File: src/design/acfb_pkg.sv
`default_nettype none

package acfb_pkg;

    localparam int IN_TDATA_W  = 32;
    localparam int OUT_TDATA_W = 16;

    localparam int SEC0_LEN = 8;
    localparam int SEC1_LEN = 8;
    localparam int SEC2_LEN = 19;

    localparam logic [1:0] SEC_HDR0 = 2'd0;
    localparam logic [1:0] SEC_HDR1 = 2'd1;
    localparam logic [1:0] SEC_BODY = 2'd2;

    localparam logic [4:0] SEC0_LAST = 5'(SEC0_LEN - 1);
    localparam logic [4:0] SEC1_LAST = 5'(SEC1_LEN - 1);
    localparam logic [4:0] SEC2_LAST = 5'(SEC2_LEN - 1);

    localparam logic [2:0] MODE_AUTO = 3'd0;
    localparam logic [2:0] MODE_DRY  = 3'd1;
    localparam logic [2:0] MODE_COOL = 3'd2;
    localparam logic [2:0] MODE_HEAT = 3'd3;
    localparam logic [2:0] MODE_FAN  = 3'd4;

    localparam logic [2:0] FAN_S1    = 3'd0;
    localparam logic [2:0] FAN_S2    = 3'd1;
    localparam logic [2:0] FAN_S3    = 3'd2;
    localparam logic [2:0] FAN_S4    = 3'd3;
    localparam logic [2:0] FAN_S5    = 3'd4;
    localparam logic [2:0] FAN_AUTO  = 3'd5;
    localparam logic [2:0] FAN_NIGHT = 3'd6;

    localparam logic [7:0] HDR0 [SEC0_LEN] = '{
        8'h11, 8'hDA, 8'h27, 8'h00, 8'hC5, 8'h00, 8'h00, 8'hD7
    };
    localparam logic [7:0] HDR1 [SEC1_LEN] = '{
        8'h11, 8'hDA, 8'h27, 8'h00, 8'h42, 8'h00, 8'h10, 8'h64
    };

    // Sum of the fixed bytes of the body section, with the eye byte at 0x80.
    localparam logic [7:0] BODY_SUM_BASE = 8'hB9;

    typedef struct packed {
        logic       err;
        logic       comfort;
        logic       eye;
        logic [7:0] mode_val;
        logic [7:0] temp_byte;
        logic [7:0] fan_val;
        logic       swing_h;
        logic       quiet;
        logic [7:0] csum;
    } t_cmd;

    function automatic logic [7:0] frame_byte_at(
        input logic [1:0] sec,
        input logic [4:0] pos,
        input t_cmd       cmd
    );
        logic [7:0] b;
        b = 8'h00;
        case (sec)
            SEC_HDR0: begin
                b = HDR0[pos[2:0]];
                if (cmd.comfort && pos[2:0] == 3'd6) begin
                    b = 8'h10;
                end
                if (cmd.comfort && pos[2:0] == 3'd7) begin
                    b = 8'hE7;
                end
            end
            SEC_HDR1: b = HDR1[pos[2:0]];
            SEC_BODY: begin
                case (pos)
                    5'd0:    b = 8'h11;
                    5'd1:    b = 8'hDA;
                    5'd2:    b = 8'h27;
                    5'd5:    b = cmd.mode_val;
                    5'd6:    b = cmd.temp_byte;
                    5'd8:    b = cmd.fan_val;
                    5'd9:    b = cmd.swing_h ? 8'h0F : 8'h00;
                    5'd11:   b = 8'h06;
                    5'd12:   b = 8'h60;
                    5'd13:   b = cmd.quiet ? 8'h20 : 8'h00;
                    5'd15:   b = 8'hC1;
                    5'd16:   b = cmd.eye ? 8'h82 : 8'h80;
                    5'd18:   b = cmd.csum;
                    default: b = 8'h00;
                endcase
            end
            default: b = 8'h00;
        endcase
        return b;
    endfunction

endpackage

`default_nettype wire

File: src/design/acfb_front.sv
`default_nettype none

module acfb_front
    import acfb_pkg::*;
(
    input  wire logic [IN_TDATA_W-1:0] i_tdata,
    output t_cmd                       o_cmd
);

    logic       power_on;
    logic [2:0] op_mode;
    logic       in_fahrenheit;
    logic [7:0] target_f;
    logic [7:0] target_c;
    logic [2:0] fan_setting;
    logic [1:0] sensor_setting;
    logic       swing_vert;
    logic       swing_horiz;
    logic       quiet_mode;

    logic        comfort;
    logic        eye;
    logic [11:0] c_times9;
    logic [19:0] c_scaled;
    logic [7:0]  mode_val;
    logic [7:0]  temp_byte;
    logic [7:0]  fan_val;
    logic [7:0]  csum;

    assign power_on       = i_tdata[0];
    assign op_mode        = i_tdata[3:1];
    assign in_fahrenheit  = i_tdata[4];
    assign target_f       = i_tdata[12:5];
    assign target_c       = i_tdata[20:13];
    assign fan_setting    = i_tdata[23:21];
    assign sensor_setting = i_tdata[25:24];
    assign swing_vert     = i_tdata[26];
    assign swing_horiz    = i_tdata[27];
    assign quiet_mode     = i_tdata[28];

    assign comfort = sensor_setting[1];
    assign eye     = sensor_setting[0];

    // Division by five through the reciprocal 205/1024, exact over the valid range.
    assign c_times9 = {4'd0, target_c} * 12'd9;
    assign c_scaled = {8'd0, c_times9} * 20'd205;

    always_comb begin
        case (op_mode)
            MODE_AUTO: mode_val = 8'h08;
            MODE_DRY:  mode_val = 8'h28;
            MODE_COOL: mode_val = 8'h38;
            MODE_HEAT: mode_val = 8'h48;
            MODE_FAN:  mode_val = 8'h68;
            default:   mode_val = 8'h38;
        endcase
        mode_val[0] = power_on;

        if (op_mode == MODE_DRY) begin
            temp_byte = 8'hC0;
        end else if (op_mode == MODE_FAN) begin
            temp_byte = 8'h32;
        end else if (in_fahrenheit) begin
            temp_byte = target_f - 8'd28;
        end else begin
            temp_byte = c_scaled[17:10] + 8'd4;
        end

        case (fan_setting)
            FAN_S1:    fan_val = 8'h30;
            FAN_S2:    fan_val = 8'h40;
            FAN_S3:    fan_val = 8'h50;
            FAN_S4:    fan_val = 8'h60;
            FAN_S5:    fan_val = 8'h70;
            FAN_AUTO:  fan_val = 8'hA0;
            FAN_NIGHT: fan_val = 8'hB0;
            default:   fan_val = 8'h50;
        endcase
        if (op_mode == MODE_DRY || comfort) begin
            fan_val = 8'hA0;
        end
        if (swing_vert) begin
            fan_val = fan_val | 8'h0F;
        end

        csum = BODY_SUM_BASE + {6'd0, eye, 1'b0} + mode_val + temp_byte + fan_val
             + (swing_horiz ? 8'h0F : 8'h00) + (quiet_mode ? 8'h20 : 8'h00);

        o_cmd.err       = in_fahrenheit ? (target_f < 8'd64 || target_f > 8'd90)
                                        : (target_c < 8'd18 || target_c > 8'd32);
        o_cmd.comfort   = comfort;
        o_cmd.eye       = eye;
        o_cmd.mode_val  = mode_val;
        o_cmd.temp_byte = temp_byte;
        o_cmd.fan_val   = fan_val;
        o_cmd.swing_h   = swing_horiz;
        o_cmd.quiet     = quiet_mode;
        o_cmd.csum      = csum;
    end

endmodule

`default_nettype wire

File: src/design/acfb_queue.sv
`default_nettype none

module acfb_queue
    import acfb_pkg::*;
(
    input  wire logic i_clk,
    input  wire logic i_rst_n,
    input  wire logic i_push,
    input  wire t_cmd i_cmd,
    output logic      o_full,
    input  wire logic i_pop,
    output logic      o_empty,
    output t_cmd      o_cmd
);

    t_cmd       r_mem [2];
    logic       r_wp;
    logic       r_rp;
    logic [1:0] r_cnt;

    assign o_full  = (r_cnt == 2'd2);
    assign o_empty = (r_cnt == 2'd0);
    assign o_cmd   = r_mem[r_rp];

    always_ff @(posedge i_clk) begin
        if (i_push && !o_full) begin
            r_mem[r_wp] <= i_cmd;
        end
    end

    always_ff @(posedge i_clk) begin
        if (!i_rst_n) begin
            r_wp  <= 1'b0;
            r_rp  <= 1'b0;
            r_cnt <= 2'd0;
        end else begin
            if (i_push && !o_full) begin
                r_wp <= ~r_wp;
            end
            if (i_pop && !o_empty) begin
                r_rp <= ~r_rp;
            end
            r_cnt <= r_cnt + {1'b0, i_push && !o_full} - {1'b0, i_pop && !o_empty};
        end
    end

endmodule

`default_nettype wire

File: src/design/acfb_back.sv
`default_nettype none

module acfb_back
    import acfb_pkg::*;
(
    input  wire logic                   i_clk,
    input  wire logic                   i_rst_n,
    input  wire logic                   i_empty,
    input  wire t_cmd                   i_cmd,
    output logic                        o_pop,
    output logic                        o_tvalid,
    input  wire logic                   i_tready,
    output logic [OUT_TDATA_W-1:0]      o_tdata,
    output logic                        o_tlast,
    output logic                        o_tuser
);

    logic [1:0] r_sec;
    logic [1:0] n_sec;
    logic [4:0] r_pos;
    logic [4:0] n_pos;
    logic       r_valid;
    logic       r_last;
    logic       r_err;
    logic [7:0] r_byte;
    logic [1:0] r_osec;
    logic [4:0] r_opos;

    logic load;
    logic is_last;

    assign load    = !i_empty && (!r_valid || i_tready);
    assign is_last = i_cmd.err || (r_sec == SEC_BODY && r_pos == SEC2_LAST);
    assign o_pop   = load && is_last;

    always_comb begin
        n_sec = r_sec;
        n_pos = r_pos + 5'd1;
        if (is_last) begin
            n_sec = SEC_HDR0;
            n_pos = 5'd0;
        end else if (r_sec == SEC_HDR0 && r_pos == SEC0_LAST) begin
            n_sec = SEC_HDR1;
            n_pos = 5'd0;
        end else if (r_sec == SEC_HDR1 && r_pos == SEC1_LAST) begin
            n_sec = SEC_BODY;
            n_pos = 5'd0;
        end
    end

    always_ff @(posedge i_clk) begin
        if (!i_rst_n) begin
            r_sec   <= SEC_HDR0;
            r_pos   <= 5'd0;
            r_valid <= 1'b0;
        end else begin
            if (load) begin
                r_sec   <= n_sec;
                r_pos   <= n_pos;
                r_valid <= 1'b1;
            end else if (i_tready) begin
                r_valid <= 1'b0;
            end
        end
    end

    always_ff @(posedge i_clk) begin
        if (load) begin
            r_last <= is_last;
            r_err  <= i_cmd.err;
            if (i_cmd.err) begin
                r_byte <= 8'h00;
                r_osec <= SEC_HDR0;
                r_opos <= 5'd0;
            end else begin
                r_byte <= frame_byte_at(r_sec, r_pos, i_cmd);
                r_osec <= r_sec;
                r_opos <= r_pos;
            end
        end
    end

    assign o_tvalid = r_valid;
    assign o_tdata  = {1'b0, r_opos, r_osec, r_byte};
    assign o_tlast  = r_last;
    assign o_tuser  = r_err;

endmodule

`default_nettype wire

File: src/design/ac_ir_frame_builder.sv
// Channel  Dir  tdata fields (lowest bit up)                           tlast      tuser
// s_axis   in   power_on, op_mode, in_fahrenheit, target_f, target_c,  -          -
//               fan_setting, sensor_setting, swing_vert, swing_horiz,
//               quiet_mode (29 bits, zero-filled to 32)
// m_axis   out  frame_byte, section_no, byte_pos (15 bits, to 16)     last_byte  range_error
//
// A valid command yields 35 beats, one per cycle while the sink is ready; a
// range error yields a single beat. The output sequencer sets the rate; the
// next command's bytes follow the last byte with no gap. A two-entry queue,
// holding the command being sent too, buffers classified commands; the input
// takes commands until it is full, also during stalls. Reset is synchronous and active low.
`default_nettype none

module ac_ir_frame_builder
    import acfb_pkg::*;
(
    input  wire logic                   i_clk,
    input  wire logic                   i_rst_n,
    input  wire logic                   s_axis_tvalid,
    output logic                        s_axis_tready,
    input  wire logic [IN_TDATA_W-1:0]  s_axis_tdata,   // see table above
    output logic                        m_axis_tvalid,
    input  wire logic                   m_axis_tready,
    output logic [OUT_TDATA_W-1:0]      m_axis_tdata,   // frame_byte, section_no, byte_pos
    output logic                        m_axis_tlast,   // last_byte
    output logic                        m_axis_tuser    // range_error
);

    t_cmd front_cmd;
    t_cmd head_cmd;
    logic q_full;
    logic q_empty;
    logic q_pop;

    acfb_front u_front (
        .i_tdata (s_axis_tdata),
        .o_cmd   (front_cmd)
    );

    acfb_queue u_queue (
        .i_clk   (i_clk),
        .i_rst_n (i_rst_n),
        .i_push  (s_axis_tvalid),
        .i_cmd   (front_cmd),
        .o_full  (q_full),
        .i_pop   (q_pop),
        .o_empty (q_empty),
        .o_cmd   (head_cmd)
    );

    acfb_back u_back (
        .i_clk    (i_clk),
        .i_rst_n  (i_rst_n),
        .i_empty  (q_empty),
        .i_cmd    (head_cmd),
        .o_pop    (q_pop),
        .o_tvalid (m_axis_tvalid),
        .i_tready (m_axis_tready),
        .o_tdata  (m_axis_tdata),
        .o_tlast  (m_axis_tlast),
        .o_tuser  (m_axis_tuser)
    );

    assign s_axis_tready = !q_full;

endmodule

`default_nettype wire

File: config.mk
export PLATFORM = sky130hd
export DESIGN_NAME = ac_ir_frame_builder
export DESIGN_NICKNAME = d
export VERILOG_FILES = /design/src/design/acfb_pkg.sv /design/src/design/acfb_front.sv /design/src/design/acfb_queue.sv /design/src/design/acfb_back.sv /design/src/design/ac_ir_frame_builder.sv
export SDC_FILE = /design/constraint.sdc
export NUM_CORES = 1
export LEC_CHECK = 0
export BUFFER_PORTS_ARGS = -buffer_cell sky130_fd_sc_hd__clkbuf_2
export CORE_ASPECT_RATIO = 0.5
export CORE_MARGIN = 3
export CORE_UTILIZATION = 41
export CTS_CLUSTER_SIZE = 14
export DETAILED_ROUTE_END_ITERATION = 10
export PLACE_DENSITY = 0.59
export SYNTH_ARGS = -nofsm -noshare
export SYNTH_HDL_FRONTEND = slang
export SYNTH_SLANG_ARGS = --single-unit
File: constraint.sdc
create_clock -name i_clk -period 18.06 [get_ports i_clk]
set_input_delay 1.806 -clock i_clk [delete_from_list [all_inputs] [get_ports i_clk]]
set_output_delay 1.806 -clock i_clk [all_outputs]
set_load 0.01 [all_outputs]
## Word-level counts from Yosys, hierarchy flattened

Memory sizes are Yosys's and may differ from the RTL's. A register that Yosys moved wholly into a read port is not among the register bits.
Index checks and enable logic that the tools add are counted.

| storage, ports and cells | value |
|---|---|
| flip-flop bits (word level) | 29 |
| bits in latches | 0 |
| RAM bits | 72 |
| ROM bits | 128 |
| output and inout port bits | 20 |
| memories kept | 3 |

Memories:

| memory | words | bits a word | rd ports | clocked after memory_dff | wr ports | line | text |
|---|---|---|---|---|---|---|---|
| u_queue.r_mem | 2 | 36 | 1 | 1 | 1 | acfb_queue.sv:16 | `t_cmd r_mem [2];` |
| (name not given) | 8 | 8 | 1 | 0 | 0 | acfb_pkg.sv:73 | `SEC_HDR1: b = HDR1[pos[2:0]];` |
| (name not given) | 8 | 8 | 1 | 0 | 0 | acfb_pkg.sv:65 | `b = HDR0[pos[2:0]];` |

| operators by class | value |
|---|---|
| add/subtract/negate cells | 11 |
| multipliers | 2 |
| divide/modulo/power cells | 0 |
| magnitude comparators | 5 |
| equal/unequal tests | 26 |
| shift operators | 0 |
| mux-type cells | 33 |
| bitwise logic cells | 3 |
| reductions and logical operators | 25 |

Operators by type and width:

| operator | number |
|---|---|
| case mux 8 bit (13 select lines) | 1 |
| two-way mux 8 bit | 10 |
| case mux 8 bit (6 select lines) | 1 |
| adder 8 bit | 4 |
| equality test 5 x 4 -> 1 bit (second input constant) | 6 |
| case mux 7 bit (4 select lines) | 1 |
| case mux 8 bit (3 select lines) | 1 |
| equality test 3 bit (second input constant) | 6 |
| multiplier 12 x 8 -> 18 bit (second input constant) | 1 |
| equality test 5 x 3 -> 1 bit (second input constant) | 3 |
| two-way mux 5 bit | 3 |
| multiplier 8 x 4 -> 12 bit (second input constant) | 1 |
| two-way mux 4 bit | 3 |
| two-way mux 6 bit | 2 |
| equality test 5 bit (second input constant) | 2 |
| logical AND 1 bit | 9 |
| adder 8 x 2 -> 8 bit (first input constant) | 1 |
| adder 8 x 3 -> 8 bit (second input constant) | 1 |
| adder 8 x 7 -> 8 bit | 1 |
| greater-than comparator 8 x 6 -> 1 bit (second input constant) | 1 |
| greater-than comparator 8 x 7 -> 1 bit (second input constant) | 1 |
| less-than comparator 8 x 5 -> 1 bit (second input constant) | 1 |
| less-than comparator 8 x 7 -> 1 bit (second input constant) | 1 |
| two-way mux 2 bit | 4 |
| other kinds (22) | 40 |

## Logic depth before layout (Yosys ltp)

Gate-level depths: netlist of the first run.

| depth | value |
|---|---|
| word-level depth | 10 |
| gate-level depth with buffers | 33 |
| depth with buffers taken out | 33 |

## Cells and area by module

Synthesis of the first run repeated with hierarchy kept, for this count alone.

| unflattened totals | value |
|---|---|
| cell total of the unflattened synthesis | 706 |
| area total of the unflattened synthesis | 7,952.6 um^2 |

By module, submodules not included:

| module | instances | cells each | area an instance (um^2) |
|---|---|---|---|
| acfb_front | 1 | 382 | 3,184.3 |
| acfb_queue | 1 | 141 | 3,064.2 |
| acfb_back | 1 | 182 | 1,700.4 |
| ac_ir_frame_builder | 1 | 1 | 3.8 |

## Least setup slack after synthesis of the first run

OpenSTA, ideal clock, no wires.

| timing | value |
|---|---|
| path kind | input to register |
| from | in s_axis_tdata[14] |
| to | mem u_queue.r_mem[0][7] (netlist name) (data pin) |
| arrival time | 8.893 ns |
| slack | 8.902 ns |
| stages on the path | 32 |
| cells stage by stage | ha_1 -> ha_1 -> fa_1 -> a21o_1 -> a21oi_1 -> nor2b_1 -> o21ai_0 -> xnor2_1 -> ha_1 -> fa_1 -> fa_1 -> inv_1 -> fa_1 -> inv_1 -> ha_1 -> a21oi_1 -> o21ai_1 -> or3_1 -> o211ai_2 -> xnor2_1 -> o21ai_0 -> a21oi_1 -> nor2_1 -> fa_1 -> inv_1 -> fa_1 -> ha_1 -> inv_1 -> o21bai_1 -> a21oi_1 -> xnor2_1 -> xnor2_1 |

RTL lines:

| what | line | text |
|---|---|---|
| from (decl) | ac_ir_frame_builder.sv:21 | `input wire logic [IN_TDATA_W-1:0] s_axis_tdata,` |
| to (decl) | acfb_queue.sv:16 |  |

==> run_results.csv, run 1 <==
group,metric,value,unit
drt,drt_first_pass_iters,5,
timing,fin_crit,9.659,ns
timing,tightest_slew,0.9811,ns
placement,place_congestion,0.8647,
drt,dr.first_iter.drc_count,218,
clock_tree,cts-buffers-inserted,9,
timing,whs,0.5246,ns
global_routing,grt_max_degree,33,
drt,drc,0,
critical_path,critical-path-max-stage-delay,0.54,ns
drt,routed_wl,14.55,mm
floorplanning,ios,56,
drt,ant_nets,0,
global_routing,grt_pass1_vias,4956,
clock_tree,cts_setup_buffers,0,
synth,synthFlopType,"edfxtp_1",
critical_path,crit_arrival,9.74,ns
floorplanning,initial_utilization,0.4255,
synth,synth_cell_types,69,
timing,setup_viol,0,
synth,synth_seq_area_share,0.3633,
synth,ys_top_cells_by_area,"edfxtp_1, ha_1, fa_1",
clock_tree,path_clk_slew,0.07,ns
floorplanning,die_x,191.8,µm
clock_tree,cts_num_sinks,90,
clock_tree,cts_tree,"built",
layout,diodes,0,
global_routing,antenna_found_initial,0,
global_routing,grt_pass1_wl,24.15,mm
floorplanning,num_rows,33,
timing,fin_tns_setup,0,ns
timing,finalHoldViolCount,0,
synth,yosysWarnings,0,
layout,stdcell_area,7861,µm²
placement,place_area,7561,µm²
critical_path,worstPathRequired,18.14,ns
timing,maxSlewViolCount,0,
floorplanning,die_height,98.93,µm
layout,drive_gt1_frac,0.1285,
critical_path,crit_start,"s_axis_tdata[14]",
layout,area_growth,11.03,%
global_routing,grt_use_total,0.1577,
hold_path,hp-start,"u_queue.r_cnt[0]",
clock_tree,h-tree-depth,3,
critical_path,endpoint_kind,"flip-flop",
synth,synth_edf_count,77,
layout,layout.nets,890,
clock_tree,clockBufferDepth,2,
clock_tree,root_buffer,"clkbuf_16",
drt,vias,5052,
critical_path,path_class,"input port to flip-flop",
synth,yosys.area.top_type,"edfxtp_1",
synth,synth_nets,844,
clock_tree,clock_latency,0.33,ns
global_routing,globalRouteOverflowTotal,0,
hold_path,hold_path_class,"flip-flop to flip-flop",
clock_tree,cts_resized,0,
critical_path,cp-start-kind,"input port",
critical_path,critPathMaxFanout,6,
synth,synth-seq-cells,90,
timing,min_period_over_period,0.5348,
floorplanning,core-area,16640,µm²
critical_path,cp_slowest_cell,"fa_1",
synth,ys_async_sr_fraction,0,
synth,synth_common_cells,"inv_1, ha_1, edfxtp_1, nor2_1, a21oi_1",
timing,fmax,0.1035,GHz
run,cap_violations,0,
drt,drt-wirelength-per-cell,14.94,µm
critical_path,worst_path_most_repeated_cell,"fa_1",
timing,clock_skew,0.008426,ns
timing,relSlewSlack,0.3450,
synth,synth_area_per_cell,10.17,µm²
drt,avgViaCountPerCell,5.187,
synth,yosysMostFrequentCell,"inv_1",
synth,synthCells,696,
floorplanning,dieArea,18980,µm²
clock_tree,cts_hold_buf,0,
placement,hpwlAfterDp,11.48,mm
timing,rsz0062_at_grt,"false",
synth,synth_area,7081,µm²
status,status,"finished, final reports clean",
placement,port_buffers,51,
synth,yosys.area.top_type_share,0.3266,
==> final cells by class <==
cell class              instances  area, µm²
clock buffers                   9      225.2
clock inverters                 7      75.07
fillers                      1546       8778
inverters                      93      349.1
multi-input cells             493       4070
flip-flops and latches         90       2572
well taps                     227      284.0
repair buffers                 55      285.3
==> cell usage in the layout (no fill, tap or decap), drive strengths merged, types with 3 or more instances in the layout <==
master / count
inv: 95
ha: 81
edfxtp: 77
clkbuf: 60
nor2: 53
a21oi: 49
nand2: 44
xnor2: 31
fa: 31
o21ai: 25
mux2i: 19
a21o: 15
dfxtp: 13
nand3: 11
and2: 10
a221oi: 10
nand2b: 9
xor2: 8
nor3: 8
a211oi: 8
mux2: 7
o21bai: 6
and3: 6
a211o: 5
o21a: 5
o211ai: 5
nor2b: 4
buf: 4
o31ai: 4
o22ai: 3
a22oi: 3
==> cell families after synthesis <==
kind of cell,Yosys count,share of synthesized area
AO/OA/AOI/OAI,156,0.1493
XOR/XNOR,39,0.04824
adder cells (fa/ha/maj),112,0.2308
buffers and inverters,113,0.06255
flip-flops,90,0.3633
multiplexers,26,0.03799
other,1,0.0005296
AND/OR/NAND/NOR,159,0.1073
==> stage by stage <==
step           worst slack [ns]    util  std cells
4_1_cts                   8.326  0.4724        974
2_1_floorplan             8.902       -        696
3_5_place_dp              7.959  0.4544        958
3_3_place_gp              8.105  0.4544        958
5_1_grt                   7.722  0.4724        974
6_report                  8.401  0.4724        974
==> worst paths after layout <==
kind         cells past startpoint  slack [ns]                  end
max reg2reg                     11       15.03     u_queue.r_cnt[1]
max                             33        8.40  u_queue.r_mem[1][7]
min reg2reg                      1        0.52      u_back.o_tvalid
min                              1        0.52      u_back.o_tvalid
==> sequential cells by signal (all words and copies together), names as in the netlist, named ones only <==
register	count
u_back.r_sec	2
u_queue.r_cnt	2
u_queue.r_wp	1
u_back.r_opos	5
u_back.o_tuser	1
u_back.r_osec	2
u_queue.r_rp	1
u_back.o_tvalid	1
u_back.r_byte	8
u_queue.r_mem	60
u_back.o_tlast	1
u_back.r_pos	5
==> critical path, delay by kind of cell <==
kind	cells	cell delay, ns
simple gates	2	0.30
buf+inv	5	0.39
fa+ha+maj	11	4.41
compound gates	11	2.20
xor+xnor	4	0.61
==> per-layer routing <==
layer  share of wire  wire length [µm]  up-vias  global-route usage
li1                -                 -     2541                   -
met1            0.48              6995     2391              0.2102
met2            0.47              6880      102              0.2732
met3           0.031               457       18             0.01990
met4           0.015               216        0             0.04056
met5               0                 0        -                   0
Power of run 1 is left out: the tool's default activity adds up to more than one toggle a clock period on the data nets, which glitch-free logic cannot reach.
==> run 2, diff against run 1 <==
--- a/config.mk
+++ b/config.mk
@@ -5,6 +5,7 @@
 export SDC_FILE = /design/constraint.sdc
 export NUM_CORES = 1
 export LEC_CHECK = 0
+export ABC_AREA = 1
 export BUFFER_PORTS_ARGS = -buffer_cell sky130_fd_sc_hd__clkbuf_2
 export CORE_ASPECT_RATIO = 0.5
 export CORE_MARGIN = 3
==> constraint.sdc (replaced) <==
create_clock -name i_clk -period 9.6 [get_ports i_clk]
set_input_delay 0.96 -clock i_clk [delete_from_list [all_inputs] [get_ports i_clk]]
set_output_delay 0.96 -clock i_clk [all_outputs]
set_load 0.01 [all_outputs]
==> run 2 against run 1 <==
Cell area rose by 1.1%. Final cell count increased by 11%. Synthesized area about the same. Wire length is 4.0% higher. Register-to-register slack got worse by 8.2 ns. Critical path depth rose by 4. Clock skew down 0.0025 ns. Count of clock-buffer cells in the layout unchanged. Synthesized cell count up 14%. Die area is essentially flat. Critical endpoint is now u_queue.r_mem[0][7]. Largest cell class unchanged. Highest routed layer unchanged.
==> run_results.csv, run 2 <==
group,metric,value,unit
critical_path,worst_path_most_repeated_cell,"ha_1",
synth,synth_seq_area_share,0.3631,
synth,synth-simple-area-share,0.1686,
synth,yosysMostFrequentCell,"inv_1",
timing,setup_viol,0,
timing,tightest_slew,0.6392,ns
synth,synth_compound_area_frac,0.1165,
layout,drive_gt1_frac,0.1350,
clock_tree,cts_setup_buffers,0,
placement,hpwlAfterDp,12.36,mm
synth,yosysWarnings,0,
clock_tree,cts-buffers-inserted,9,
placement,port_buffers,51,
synth,synth_cell_types,55,
global_routing,grt_pass1_wl,25.54,mm
synth,synth-seq-cells,90,
critical_path,worstPathRequired,9.68,ns
clock_tree,cts_resized,0,
timing,fin_tns_setup,0,ns
clock_tree,h-tree-depth,3,
critical_path,crit_arrival,8.67,ns
global_routing,top_usage_layer,"met2",
clock_tree,cts_tree,"built",
timing,clock_skew,0.005882,ns
drt,avgViaCountPerCell,4.977,
clock_tree,root_buffer,"clkbuf_16",
layout,top_register,"u_queue.r_mem",
drt,drt-wirelength-per-cell,14.02,µm
global_routing,antenna_found_initial,0,
clock_tree,clock_latency,0.33,ns
global_routing,met2_usage,0.2915,
timing,fin_crit,8.582,ns
synth,synth_area_per_cell,8.958,µm²
global_routing,grt_max_degree,32,
timing,finalHoldViolCount,0,
synth,synthCells,791,
layout,largest_reg_flops,60,
status,status,"finished, final reports clean",
critical_path,endpoint_kind,"flip-flop",
clock_tree,clockBufferDepth,2,
drt,dr.first_iter.drc_count,270,
global_routing,use_met1,0.2193,
global_routing,grt_use_met3,0.01919,
floorplanning,ios,56,
critical_path,cp-start-kind,"input port",
synth,yosys.area.top_type_share,0.3263,
timing,relSlewSlack,0.5733,
floorplanning,core-area,16640,µm²
layout,area_growth,12.15,%
synth,synth_area,7086,µm²
drt,vias,5370,
clock_tree,cts_hold_buf,0,
drt,drt_first_pass_iters,4,
critical_path,critPathMaxFanout,6,
timing,fmax,0.1165,GHz
floorplanning,initial_utilization,0.4258,
synth,yosys.area.top_type,"edfxtp_1",
critical_path,critical-path-max-stage-delay,0.54,ns
layout,final_common_cell,"inv_1",
layout,layout.nets,995,
timing,rsz0062_at_grt,"false",
floorplanning,dieArea,18990,µm²
floorplanning,die_x,191.9,µm
synth,synth_adder_area_share,0.2306,
drt,routed_wl,15.13,mm
clock_tree,cts_num_sinks,90,
drt,drc,0,
synth,synth_common_cells,"inv_1, nand2_1, ha_1, edfxtp_1, nor2_1",
clock_tree,path_clk_slew,0.06,ns
layout,diodes,0,
global_routing,grt_use_total,0.1669,
critical_path,path_class,"input port to flip-flop",
layout,final_cell_mix,"inv_1, nand2_1, ha_1",
hold_path,hold_path_class,"flip-flop to flip-flop",
floorplanning,num_rows,33,
timing,min_period_over_period,0.8940,
run,cap_violations,0,
global_routing,grt_pass1_vias,5387,
placement,place_congestion,0.9067,
synth,synth_edf_count,77,
global_routing,globalRouteOverflowTotal,0,
drt,ant_nets,0,
synth,synth-xor-area-share,0.02967,
layout,top_regs,"u_queue.r_mem x60, u_back.r_byte x8",
critical_path,cp_slowest_cell,"fa_1",
timing,maxSlewViolCount,0,
synth,synthFlopType,"edfxtp_1",
synth,synth_nets,939,
synth,synth.area.mux_share,0.004415,
critical_path,ff2ff_setup_slack,6.81,ns
synth,synth_top_family_by_area,"adder cells",
floorplanning,die_height,98.96,µm
synth,ys_top_cells_by_area,"edfxtp_1, ha_1, fa_1",
synth,ys_async_sr_fraction,0,
-- run 2: path summary, 6_finish.rpt --
check,start,end,cells past startpoint
worst max-delay path,s_axis_tdata[14],u_queue.r_mem[0][7],37
worst min register to register,u_queue.r_rp,u_queue.r_rp,1
worst min-delay path,u_queue.r_rp,u_queue.r_rp,1
worst max register to register,u_back.r_pos[0],u_queue.r_cnt[1],14
-- run 2: through the flow --
step	hold slack, ns	util	setup slack, ns	instance area [µm²]	std cells
after floorplan	0.4315	-	1.562	7086	791
after global placement	0.4401	0.4580	0.7473	7621	1063
after detailed placement	0.4498	0.4580	0.6310	7621	1063
after CTS	0.4591	0.4776	0.9763	7946	1079
after global routing	0.4846	0.4776	0.4859	7946	1079
final	0.4599	0.4776	1.018	7946	1079
-- run 2: area by class of cell --
class / instances / area, µm²
multi-input combinational: 540 / 3909
clock inverter: 7 / 100.1
timing repair buffer: 56 / 292.8
inverter: 150 / 563.0
fill: 1597 / 8693
sequential: 90 / 2572
clock buffer: 9 / 225.2
tap: 227 / 284.0
-- run 2: logic make-up after synthesis --
kind of cell / count (synthesis)
compound gates: 133
xor+xnor: 24
fa+ha+maj: 112
buf+inv: 161
flops: 90
mux: 3
other cells: 1
simple gates: 267
-- run 2: worst max-delay path: cells and delay by family --
| family | cells | cell delay (ns) |
|---|---|---|
| XOR/XNOR | 2 | 0.48 |
| AND/OR/NAND/NOR | 12 | 1.04 |
| adder cells (fa/ha/maj) | 12 | 4.49 |
| AO/OA/AOI/OAI | 7 | 1.37 |
| buffers and inverters | 4 | 0.29 |
-- run 2: routing by layer --
layer | vias up | routed length (µm)
met1 | 2521 | 7131
met3 | 24 | 460
met2 | 84 | 7206
li1 | 2741 | -
met5 | - | 0
met4 | 0 | 333
Power of run 2 is left out for the same reason.
==> run 3, diff against run 2 <==
--- a/config.mk
+++ b/config.mk
@@ -8,7 +8,6 @@
 export ABC_AREA = 1
 export BUFFER_PORTS_ARGS = -buffer_cell sky130_fd_sc_hd__clkbuf_2
 export CORE_ASPECT_RATIO = 0.5
-export CORE_MARGIN = 3
 export CORE_UTILIZATION = 41
 export CTS_CLUSTER_SIZE = 14
 export DETAILED_ROUTE_END_ITERATION = 10
==> run 3 against run 2 <==
Final cell count unchanged. Register-to-register slack about the same. Clock skew grew 0.0025 ns. Count of clock-buffer cells in the layout stayed put. Wire length down 2.5%. Hold slack improved by 0.036 ns. Setup slack improved by 0.026 ns. Flip-flop and latch count unchanged. Die area is 6.0% lower. Via count is 0.69% lower. Critical path depth did not move.
==> run_results.csv, run 3 (synthesized netlist as in run 2, its figures left out) <==
group,metric,value,unit
clock_tree,cts_resized,0,
layout,multi_input_comb_area,3909,µm²
global_routing,grt_pass1_wl,24.99,mm
layout,largest_reg_flops,60,
clock_tree,cts_tree,"built",
layout,final_common_cell,"inv_1",
run,cap_violations,0,
critical_path,endpoint_kind,"flip-flop",
floorplanning,num_rows,33,
clock_tree,clockBufferDepth,2,
clock_tree,clock_latency,0.34,ns
floorplanning,core-area,16640,µm²
drt,dr.first_iter.drc_count,255,
critical_path,critPathMaxFanout,6,
timing,setup_viol,0,
global_routing,globalRouteOverflowTotal,0,
layout,diodes,0,
hold_path,hold_path_class,"flip-flop to flip-flop",
drt,avgViaCountPerCell,4.943,
placement,place_congestion,0.8663,
layout,final_cell_mix,"inv_1, nand2_1, ha_1",
timing,min_period_over_period,0.8913,
drt,routed_wl,14.76,mm
global_routing,antenna_found_initial,0,
layout,area_growth,12.15,%
global_routing,grt_max_degree,32,
layout,fillers,1611,
layout,register_area,2572,µm²
layout,layout.nets,995,
timing,fin_tns_setup,0,ns
timing,tightest_slew,0.6199,ns
clock_tree,cts_setup_buffers,0,
layout,drive_gt1_frac,0.1350,
clock_tree,h-tree-depth,3,
timing,finalHoldViolCount,0,
clock_tree,path_clk_slew,0.06,ns
critical_path,cp_slowest_cell,"fa_1",
placement,port_buffers,51,
layout,top_register,"u_queue.r_mem",
timing,whs,0.4955,ns
critical_path,ff2ff_setup_slack,6.82,ns
timing,rsz0062_at_grt,"false",
clock_tree,cts_num_sinks,90,
critical_path,worstPathRequired,9.69,ns
drt,drt-wirelength-per-cell,13.68,µm
global_routing,grt_use_total,0.1775,
timing,fin_crit,8.556,ns
floorplanning,die_height,94.96,µm
global_routing,grt_pass1_vias,5289,
floorplanning,initial_utilization,0.4258,
floorplanning,dieArea,17840,µm²
drt,ant_nets,0,
floorplanning,ios,56,
critical_path,worst_path_most_repeated_cell,"ha_1",
clock_tree,cts_hold_buf,0,
timing,fmax,0.1169,GHz
layout,utilization,0.4776,
timing,relSlewSlack,0.5861,
critical_path,cp-start-kind,"input port",
critical_path,critical-path-max-stage-delay,0.54,ns
layout,top_regs,"u_queue.r_mem x60, u_back.r_byte x8",
floorplanning,die_x,187.9,µm
drt,vias,5333,
critical_path,crit_arrival,8.65,ns
placement,pre_cts_ws,0.6264,ns
drt,drt_first_pass_iters,4,
timing,maxSlewViolCount,0,
clock_tree,root_buffer,"clkbuf_16",
status,status,"finished, final reports clean",
timing,timing.final.ws_setup,1.044,ns
drt,drc,0,
placement,hpwlAfterDp,12.06,mm
clock_tree,cts-buffers-inserted,9,
critical_path,path_class,"input port to flip-flop",
timing,clock_skew,0.008371,ns
==> run 3: cell types whose count changed in the layout (fill, tap and decap cells not counted), sizes merged <==
cell	previous run	this run
clkinv	1	2
inv	153	152
==> run 3: worst paths after layout <==
| check | to | depth (start not counted) | startpoint |
|---|---|---|---|
| worst max-delay path | u_queue.r_mem[1][7] | 37 | s_axis_tdata[14] |
| worst min-delay path | u_queue.r_rp | 1 | u_queue.r_rp |
| worst max register to register | u_queue.r_cnt[1] | 14 | u_back.r_pos[0] |
| worst min register to register | u_queue.r_rp | 1 | u_queue.r_rp |
==> run 3: metrics by stage <==
stage | cells | area (µm²)
floorplan | 791 | 7086
global placement | 1063 | 7621
detailed placement | 1063 | 7621
CTS | 1079 | 7946
global route | 1079 | 7946
finish | 1079 | 7946
==> run 3: critical path, delay by kind of cell <==
kind | cells | cell delay (ns)
AO/OA/AOI/OAI | 7 | 1.36
buffers and inverters | 4 | 0.28
XOR/XNOR | 2 | 0.51
adder cells (fa/ha/maj) | 12 | 4.50
AND/OR/NAND/NOR | 12 | 1.03
==> run 3: layout make-up <==
class,count,share of cell area
clock buffers,9,0.02834
well taps,227,0.03574
repair buffers,56,0.03684
clock inverters,7,0.01260
flip-flops and latches,90,0.3237
inverters,150,0.07085
multi-input cells,540,0.4919
==> run 3: routing by layer <==
| layer | GRT usage | routed length (µm) |
|---|---|---|
| met1 | 0.2198 | 6979 |
| met2 | 0.3207 | 7019 |
| met5 | 0 | 0 |
| met3 | 0.02601 | 487 |
| met4 | 0.06030 | 273 |
Power of run 3 is left out for the same reason.
